===== config.mk =====
export PLATFORM = sky130hd
export DESIGN_NAME = ip_header_chain_parser_unit
export DESIGN_NICKNAME = d
export VERILOG_FILES = /design/src/rtl/ihcp_pkg.sv /design/src/rtl/ip_header_chain_parser_unit.sv
export SDC_FILE = /design/constraint.sdc
export NUM_CORES = 1
export LEC_CHECK = 0
export BUFFER_PORTS_ARGS = -buffer_cell sky130_fd_sc_hd__buf_2
export CORE_MARGIN = 2
export CORE_UTILIZATION = 35
export DETAILED_ROUTE_END_ITERATION = 6
export PLACE_DENSITY = 0.49
export SYNTH_ARGS = -nofsm -noshare
export SYNTH_HDL_FRONTEND = slang
export SYNTH_SLANG_ARGS = --single-unit

===== constraint.sdc =====
create_clock -name clk_i -period 4.53 [get_ports clk_i]
set_input_delay 0.2265 -clock clk_i [delete_from_list [all_inputs] [get_ports clk_i]]
set_output_delay 0.2265 -clock clk_i [all_outputs]
set_load 0.01 [all_outputs]

===== src/rtl/ihcp_pkg.sv =====
// Shared constants, types and helpers for the IP header chain parser.
// Used by ip_header_chain_parser_unit; depends on nothing else.
`timescale 1ns / 1ps
`default_nettype none

package ihcp_pkg;

  // Capture limit: offsets at or beyond this count as no more data
  localparam int MAX_BYTES = 131072;

  // Width of the result offset ports
  localparam int FIELD_W = 18;

  // Internal offset width: holds MAX_BYTES plus one extension header overrun
  localparam int OFF_CLG = $clog2(MAX_BYTES + 2050);
  localparam int OFF_W   = (OFF_CLG > FIELD_W) ? OFF_CLG : FIELD_W;

  // Header sizes
  localparam int IPV4_MIN_HDR = 20;
  localparam int IPV6_HDR     = 40;

  // Byte positions of captured header fields
  localparam int V4_LEN_HI = 2;
  localparam int V4_LEN_LO = 3;
  localparam int V4_PROTO  = 9;
  localparam int V6_LEN_HI = 4;
  localparam int V6_LEN_LO = 5;
  localparam int V6_NEXT   = 6;

  // Version nibble that selects the IPv4 path
  localparam logic [3:0] VER_IPV4 = 4'd4;

  // IPv6 extension header next-header codes
  localparam logic [7:0] PROTO_HOPOPT   = 8'd0;
  localparam logic [7:0] PROTO_ROUTING  = 8'd43;
  localparam logic [7:0] PROTO_FRAGMENT = 8'd44;
  localparam logic [7:0] PROTO_ESP      = 8'd50;
  localparam logic [7:0] PROTO_AH       = 8'd51;
  localparam logic [7:0] PROTO_DSTOPTS  = 8'd60;
  localparam logic [7:0] PROTO_MOBILITY = 8'd135;
  localparam logic [7:0] PROTO_HIP      = 8'd139;
  localparam logic [7:0] PROTO_SHIM6    = 8'd140;

  // Snapshot of per-packet state taken on the last byte
  typedef struct packed {
    logic             v6;
    logic [3:0]       ihl;
    logic [5:0]       needed;
    logic [15:0]      declared;
    logic [7:0]       proto;
    logic [OFF_W-1:0] nes;
    logic [OFF_W-1:0] cap;
    logic [OFF_W-1:0] dec6;
  } fin_t;

  function automatic logic is_ext(input logic [7:0] p);
    logic r;
    case (p) inside
      PROTO_HOPOPT, PROTO_ROUTING, PROTO_FRAGMENT, PROTO_ESP, PROTO_AH,
      PROTO_DSTOPTS, PROTO_MOBILITY, PROTO_HIP, PROTO_SHIM6: r = 1'b1;
      default: r = 1'b0;
    endcase
    return r;
  endfunction

endpackage

`default_nettype wire


===== src/rtl/ip_header_chain_parser_unit.sv =====
// IP header chain parser: per-byte header tracking and end-of-packet verdict.
// Depends on ihcp_pkg for constants, the snapshot type and is_ext().
//
// Usage:
//   Input channel: one packet byte per beat (data_byte_i, last_i), starting at
//   the IP header; last_i marks the final captured byte. Beats are taken when
//   in_valid_i is high and in_stall_o is low, one per cycle sustained.
//   Output channel: one result beat per packet (status, path, upper protocol,
//   header end, packet end), taken when out_valid_o is high and out_stall_i
//   is low.
//   Path: input register, state update with snapshot stage, result register.
//   Throughput is one byte per cycle while in_stall_o is low, set by the
//   single state update stage; a packet may start in the cycle after the
//   previous last. Stall: a stalled result holds; the input register keeps
//   absorbing bytes, the snapshot stage can hold one more packet, and
//   in_stall_o rises only when a last byte cannot move into an occupied
//   snapshot stage. Config: cfg_we_i writes trust_capture_length; the user
//   must do so only while the block is idle, the block does not enforce it.
//   Reset: rst_ni clears all valids, the per-packet state and the register.
`timescale 1ns / 1ps
`default_nettype none

module ip_header_chain_parser_unit (
  input  wire                 clk_i,
  input  wire                 rst_ni,
  input  wire                 cfg_we_i,
  input  wire                 cfg_wdata_i,
  input  wire                 in_valid_i,
  output logic                in_stall_o,
  input  wire  [7:0]          data_byte_i,
  input  wire                 last_i,
  output logic                out_valid_o,
  input  wire                 out_stall_i,
  output logic                status_o,
  output logic                ipv6_path_o,
  output logic [7:0]          upper_protocol_o,
  output logic [ihcp_pkg::FIELD_W-1:0] header_end_o,
  output logic [ihcp_pkg::FIELD_W-1:0] packet_end_o
);
  import ihcp_pkg::*;

  // Configuration
  logic trust_q;

  // Input register
  logic       s1_valid_q;
  logic [7:0] s1_byte_q;
  logic       s1_last_q;

  // Per-packet state
  logic [OFF_W-1:0] off_q, off_d;
  logic             v6_q, v6_d;
  logic [3:0]       ihl_q, ihl_d;
  logic [15:0]      declared_q, declared_d;
  logic [7:0]       proto_q, proto_d;
  logic [OFF_W-1:0] nes_q, nes_d;
  logic [5:0]       needed_q, needed_d;
  logic [7:0]       ext_next_q, ext_next_d;

  // Snapshot stage and result register
  logic             fin_valid_q;
  fin_t             fin_q, fin_d;
  logic             out_valid_q;
  logic             status_q, ipv6_q;
  logic [7:0]       proto_out_q;
  logic [FIELD_W-1:0] hend_q, pend_q;

  // Handshake chain
  logic out_free, fin_free, fin_consume, s1_consume, in_accept;

  assign out_free    = !out_valid_q || !out_stall_i;
  assign fin_consume = fin_valid_q && out_free;
  assign fin_free    = !fin_valid_q || out_free;
  assign s1_consume  = s1_valid_q && (!s1_last_q || fin_free);
  assign in_stall_o  = s1_valid_q && !s1_consume;
  assign in_accept   = in_valid_i && !in_stall_o;

  // Byte processing: update header state for the byte in the input register
  logic             live;
  logic [OFF_W-1:0] p_inc;
  logic [5:0]       ihl_x4;
  logic [11:0]      ext_len;

  always_comb begin
    live    = off_q < OFF_W'(MAX_BYTES);
    p_inc   = off_q + OFF_W'(1);
    ihl_x4  = {s1_byte_q[3:0], 2'b00};
    ext_len = {3'b000, ({1'b0, s1_byte_q} + 9'd1)} << 3;

    off_d      = off_q;
    v6_d       = v6_q;
    ihl_d      = ihl_q;
    declared_d = declared_q;
    proto_d    = proto_q;
    nes_d      = nes_q;
    needed_d   = needed_q;
    ext_next_d = ext_next_q;

    if (live) begin
      if (off_q == '0) begin
        v6_d     = s1_byte_q[7:4] != VER_IPV4;
        ihl_d    = s1_byte_q[3:0];
        needed_d = (ihl_x4 < 6'(IPV4_MIN_HDR)) ? 6'(IPV4_MIN_HDR) : ihl_x4;
      end
      if (!v6_q) begin
        if (off_q == OFF_W'(V4_LEN_HI)) declared_d = {s1_byte_q, 8'h00};
        if (off_q == OFF_W'(V4_LEN_LO)) declared_d = {declared_q[15:8],
                                                      declared_q[7:0] | s1_byte_q};
        if (off_q == OFF_W'(V4_PROTO))  proto_d = s1_byte_q;
      end else begin
        if (off_q == OFF_W'(V6_LEN_HI)) declared_d = {s1_byte_q, 8'h00};
        if (off_q == OFF_W'(V6_LEN_LO)) declared_d = {declared_q[15:8],
                                                      declared_q[7:0] | s1_byte_q};
        if (off_q == OFF_W'(V6_NEXT))   proto_d = s1_byte_q;
        // Extension chain: first byte is next header, second is length
        if (off_q >= OFF_W'(IPV6_HDR) && is_ext(proto_q)) begin
          if (off_q == nes_q) begin
            ext_next_d = s1_byte_q;
          end else if (off_q == nes_q + OFF_W'(1)) begin
            nes_d   = nes_q + OFF_W'(ext_len);
            proto_d = ext_next_q;
          end
        end
      end
      off_d = p_inc;
    end

    // Snapshot of the updated state for the verdict stage
    fin_d.v6       = v6_d;
    fin_d.ihl      = ihl_d;
    fin_d.needed   = needed_d;
    fin_d.declared = declared_d;
    fin_d.proto    = proto_d;
    fin_d.nes      = nes_d;
    fin_d.cap      = live ? p_inc : OFF_W'(MAX_BYTES);
    fin_d.dec6     = OFF_W'(IPV6_HDR) + OFF_W'(declared_d);

    // Last byte: state returns to the start-of-packet values
    if (s1_last_q) begin
      off_d      = '0;
      v6_d       = 1'b0;
      ihl_d      = '0;
      declared_d = '0;
      proto_d    = '0;
      nes_d      = OFF_W'(IPV6_HDR);
      needed_d   = '0;
      ext_next_d = '0;
    end
  end

  // Verdict from the snapshot
  logic [OFF_W-1:0] dec, pend, hend;
  logic             err;

  always_comb begin
    dec  = fin_q.v6 ? fin_q.dec6 : OFF_W'(fin_q.declared);
    pend = trust_q ? fin_q.cap : dec;
    hend = fin_q.v6 ? fin_q.nes : OFF_W'({fin_q.ihl, 2'b00});
    err  = !trust_q && (dec > fin_q.cap);
    if (fin_q.v6) begin
      if (fin_q.cap < OFF_W'(IPV6_HDR) || is_ext(fin_q.proto) || fin_q.nes > pend) begin
        err = 1'b1;
      end
    end else begin
      if (fin_q.cap < OFF_W'(fin_q.needed)) err = 1'b1;
    end
  end

  // Config register and control state
  always_ff @(posedge clk_i or negedge rst_ni) begin
    if (!rst_ni) begin
      trust_q     <= 1'b0;
      s1_valid_q  <= 1'b0;
      fin_valid_q <= 1'b0;
      out_valid_q <= 1'b0;
      off_q       <= '0;
      v6_q        <= 1'b0;
      ihl_q       <= '0;
      declared_q  <= '0;
      proto_q     <= '0;
      nes_q       <= OFF_W'(IPV6_HDR);
      needed_q    <= '0;
      ext_next_q  <= '0;
    end else begin
      if (cfg_we_i) trust_q <= cfg_wdata_i;

      if (in_accept)       s1_valid_q <= 1'b1;
      else if (s1_consume) s1_valid_q <= 1'b0;

      if (s1_consume && s1_last_q) fin_valid_q <= 1'b1;
      else if (fin_consume)        fin_valid_q <= 1'b0;

      if (fin_consume)   out_valid_q <= 1'b1;
      else if (out_free) out_valid_q <= 1'b0;

      if (s1_consume) begin
        off_q      <= off_d;
        v6_q       <= v6_d;
        ihl_q      <= ihl_d;
        declared_q <= declared_d;
        proto_q    <= proto_d;
        nes_q      <= nes_d;
        needed_q   <= needed_d;
        ext_next_q <= ext_next_d;
      end
    end
  end

  // Payload registers
  always_ff @(posedge clk_i) begin
    if (in_accept) begin
      s1_byte_q <= data_byte_i;
      s1_last_q <= last_i;
    end
    if (s1_consume && s1_last_q) fin_q <= fin_d;
    if (fin_consume) begin
      status_q    <= err;
      ipv6_q      <= err ? 1'b0 : fin_q.v6;
      proto_out_q <= err ? 8'h00 : fin_q.proto;
      hend_q      <= err ? '0 : hend[FIELD_W-1:0];
      pend_q      <= err ? '0 : pend[FIELD_W-1:0];
    end
  end

  assign out_valid_o      = out_valid_q;
  assign status_o         = status_q;
  assign ipv6_path_o      = ipv6_q;
  assign upper_protocol_o = proto_out_q;
  assign header_end_o     = hend_q;
  assign packet_end_o     = pend_q;

  // Checks
  a_off_sat : assert property (@(posedge clk_i) disable iff (!rst_ni)
    off_q <= OFF_W'(MAX_BYTES))
    else $error("byte offset beyond capture limit");

  a_clear_after_last : assert property (@(posedge clk_i) disable iff (!rst_ni)
    (s1_consume && s1_last_q) |=> (off_q == '0 && nes_q == OFF_W'(IPV6_HDR)))
    else $error("packet state not cleared after last byte");

  a_err_zero : assert property (@(posedge clk_i) disable iff (!rst_ni)
    (out_valid_q && status_q) |->
      (!ipv6_q && proto_out_q == 8'h00 && hend_q == '0 && pend_q == '0))
    else $error("error result carries nonzero fields");

  a_last_needs_room : assert property (@(posedge clk_i) disable iff (!rst_ni)
    (s1_consume && s1_last_q) |=> fin_valid_q)
    else $error("last byte lost before verdict stage");

endmodule

`default_nettype wire

==> metrics.md <==
| Metric | Value |
|---|---|
| Status | finished clean |
| Worst setup EP type | flop |
| RSZ-0062 raised after global routing | false |
| Row cnt | 66 |
| TritonCTS clock tree | built |
| Total CTS buffers | 25 |
| Worst relative slew slack | 0.245 |
| Vias | ~8100 |
| Post-DP HPWL | 22.8 mm |
| Cell area power density | 401 mW/mm^2 |
| Setup violators final | 0 |
| Max clock buf depth | 3 |
| CP Cell Sequence | mux2_2, ha_1, and4_1, nand3_1, nor4_1, or4_1, a31oi_1, or2_2, nor2_1 |
| DRT antenna net count | 0 |
| Arr. time, crit path | 4.11 ns |
| Total core area | 0.0326 mm^2 |
| Pre-CTS setup slack | about 0.69 ns |
| Post-Place Cell Area | ~0.012 mm^2 |
| Max Clk Rate | around 260 MHz |
| Worst-skew pair later-pin latency | approximately 0.54 ns |
| Number of DRC markers in iteration 0 | around 650 |
| Layout area overhead | 14.2% |
| Synthesis Warnings | 0 |
| Top Family by Delay on Critical Path | simple AND/OR/NAND/NOR gates |
| Primary FF master, synth | edfxtp_1 |
| RD Place Congestion | 0.812 |
| Footprint of the multi-input gates | about 0.0050 mm^2 |
| Initial antenna violation count | 0 |
| Startpoint Class | flop |
| Initial DRT Pass Iterations | 5 |
| Leakage | 5.55 nW |
| Met1 GRT Util | 0.262 |
| Busiest metal layer after global routing | met2 |
| I/O pin total | 63 |
| Worst ir drop on vdd | ~0.26 mV |
| HP Class | in -> async |
| H-tree level count | 1 |
| Post-Synthesis Cells | between 1000 and 1500 |
| CP max stage delay | ~0.99 ns |
| Hold Vio Cnt, Final | 0 |
| Antenna cells | 0 |
| Die W | 186 um |
| Setup CP Type | reg -> reg |
| Post-synth EDFFs | approximately 140 |
| Fin. max-slew vios | 0 |
| Total GRT Usage | 0.182 |
| Total Nets Final | 1149 |
| Avg Cell Area, Syn | 11.4 um^2 |
| Clock transition at the registers of the reported paths | around 0.060 ns |
| Worst EP required | between 4 and 5 ns |
| DR WL/cell | between 20 and 25 um |
| Routing usage on met3 | 0.0244 |
| Die footprint | 0.0348 mm^2 |
| Pin count of the biggest net entering global routing | 55 |
| Share of cells above drive strength 1 | 0.170 |
| Vias in the first global route | just over 8000 |
| # Post-CTS Setup Buffers | 0 |
| Crit-path max FO | 29 |
| Register area share after synthesis | 0.520 |
| Post-route DRC | 0 |
| Initial Utilization | 0.357 |
| Fillers | 3125 |
| Synth Register Bits | ~220 |
| Final Cycle Share | 0.850 |
| Final wirelength | 31.7 mm |
| First-pass GRT wire length | around 50 mm |
| Storage cell area | 0.00606 mm^2 |
| Sink Count | 215 |
| Slew @ Worst Pin | ~1.1 ns |
| Fin crit period | around 3.9 ns |
| Asr flop ratio synth | 0.372 |
| GR Overflow Total | 0 |
| Worst Path Buf+Inv | 0 |
| Port buffer count | 60 |
| Clock Skew | approximately 0.012 ns |
| Worst setup margin | between 0.6 and 0.7 ns |
| Via/cell ratio | 5.28 |
| Met2 Resource Use GR | 0.295 |
| Die height | about 190 um |
| Distinct cells, synth | 75 |
| Post-route setup TNS | 0 ns |
| Final instance area | ~0.013 mm^2 |
| Slowest-stage cell, CP | edfxtp_1 |
| Clock Tree Root | clkbuf_16 |
| Max_cap viols | 0 |
| Cell area after synthesis | 0.0117 mm^2 |
-- placed cells by master (no fill, tap or decap), types with 22 or more instances in the layout --
master	netlist	layout
xnor2_1	31	31
xor2_1	22	22
nor2_1	82	81
mux2_2	38	38
a21oi_1	45	45
o21ai_0	35	34
edfxtp_1	135	135
nand2_1	52	52
buf_2	15	59
mux2i_1	29	29
a22o_1	55	55
inv_1	56	56
ha_1	56	56
nand3_1	30	30
dfrtp_1	78	78
and2_1	26	26
clkbuf_16	0	25
-- layout make-up --
| cell class | instances | area share |
|---|---|---|
| sequential | 215 | 0.455 |
| multi-input combinational | 685 | 0.379 |
| clock buffer | 36 | 0.0546 |
| timing repair buffer | 94 | 0.0446 |
| tap | 442 | 0.0416 |
| inverter | 56 | 0.0158 |
| clock inverter | 10 | 0.00884 |
-- path summary, 6_finish.rpt --
check | from | endpoint | slack (ns) | depth (start not counted)
worst max register to register | fin_q[88] | packet_end_o[1] | 0.68 | 9
worst min register to register | needed_q[1] | needed_q[1] | 0.48 | 1
worst min-delay path | rst_ni | ext_next_q[1] | 0.30 | 2
max in group asynchronous | rst_ni | proto_q[5] | 3.31 | 3
worst max-delay path | fin_q[88] | packet_end_o[1] | 0.68 | 9
min in group clk_i | data_byte_i[7] | s1_byte_q[7] | 0.39 | 2
-- synth_stat cells (6+ instances only) --
cell type | number | area (um^2)
and2_1 | 26 | 163
nor2_1 | 82 | 308
nor2b_1 | 12 | 75.1
mux2_2 | 38 | 428
buf_2 | 15 | 75.1
nand2b_1 | 12 | 75.1
mux2i_1 | 29 | 290
nor4_1 | 6 | 37.5
ha_1 | 56 | 701
and3_1 | 8 | 50.1
xnor2_1 | 31 | 272
a22o_1 | 55 | 482
o31ai_1 | 6 | 45.0
nand2_1 | 52 | 195
a21o_1 | 12 | 90.1
nor3_1 | 11 | 55.1
inv_1 | 56 | 210
nand4_1 | 14 | 87.6
o21ai_0 | 35 | 175
edfxtp_1 | 135 | 4050
a211oi_1 | 8 | 60.1
a21oi_1 | 45 | 225
dfrtp_1 | 78 | 1950
clkbuf_1 | 28 | 105
buf_4 | 14 | 105
a211oi_2 | 6 | 75.1
xor2_1 | 22 | 193
nand3_1 | 30 | 150
o22ai_1 | 7 | 43.8
-- power breakdown --
group	internal, mW	leakage (nW)	switching [mW]
logic	0.350	2.78	0.487
clock network	1.23	0.417	0.833
registers	2.28	2.35	0.152
-- state kept, by name (all words and copies together) (netlist names) --
register	count
trust_q	1
nes_q	15
header_end_o	16
ipv6_path_o	1
status_o	1
fin_valid_q	1
fin_q	82
proto_q	8
s1_last_q	1
out_valid_o	1
packet_end_o	18
s1_valid_q	1
upper_protocol_o	8
declared_q	16
v6_q	1
ihl_q	4
ext_next_q	8
s1_byte_q	8
off_q	18
needed_q	6
-- metrics by stage --
stage | total power [mW] | instances | util | hold WS (ns)
finish | 5.34 | 1538 | 0.408 | 0.303
global route | 5.58 | 1538 | 0.408 | 0.377
detailed placement | 3.31 | 1478 | 0.378 | 0.370
floorplan | 3.02 | 1022 | - | -0.0691
global placement | 3.30 | 1478 | 0.378 | 0.371
CTS | 5.41 | 1538 | 0.408 | 0.334
-- repair_timing --
action,CTS,global route
hold buffers,14,0
hold endpoints to repair,63,0
resized for setup,0,0
setup endpoints to repair,0,0
-- cell families (layout without fill, tap and decap cells) --
logic type,count (synthesis),in the layout,synth area share
AO/OA/AOI/OAI,223,223,0.138
XOR/XNOR,53,53,0.0398
adder cells (fa/ha/maj),57,57,0.0619
buffers and inverters,122,196,0.0494
flip-flops,215,215,0.520
multiplexers,69,69,0.0641
other,1,2,0.000322
AND/OR/NAND/NOR,281,281,0.127
-- per-layer routing --
layer | wire, um | share of wire
met5 | 0 | 0
met4 | 542 | 0.017
met3 | 1400 | 0.044
met2 | 14700 | 0.46
met1 | 15000 | 0.47
Power figures use the tool's default switching activity.
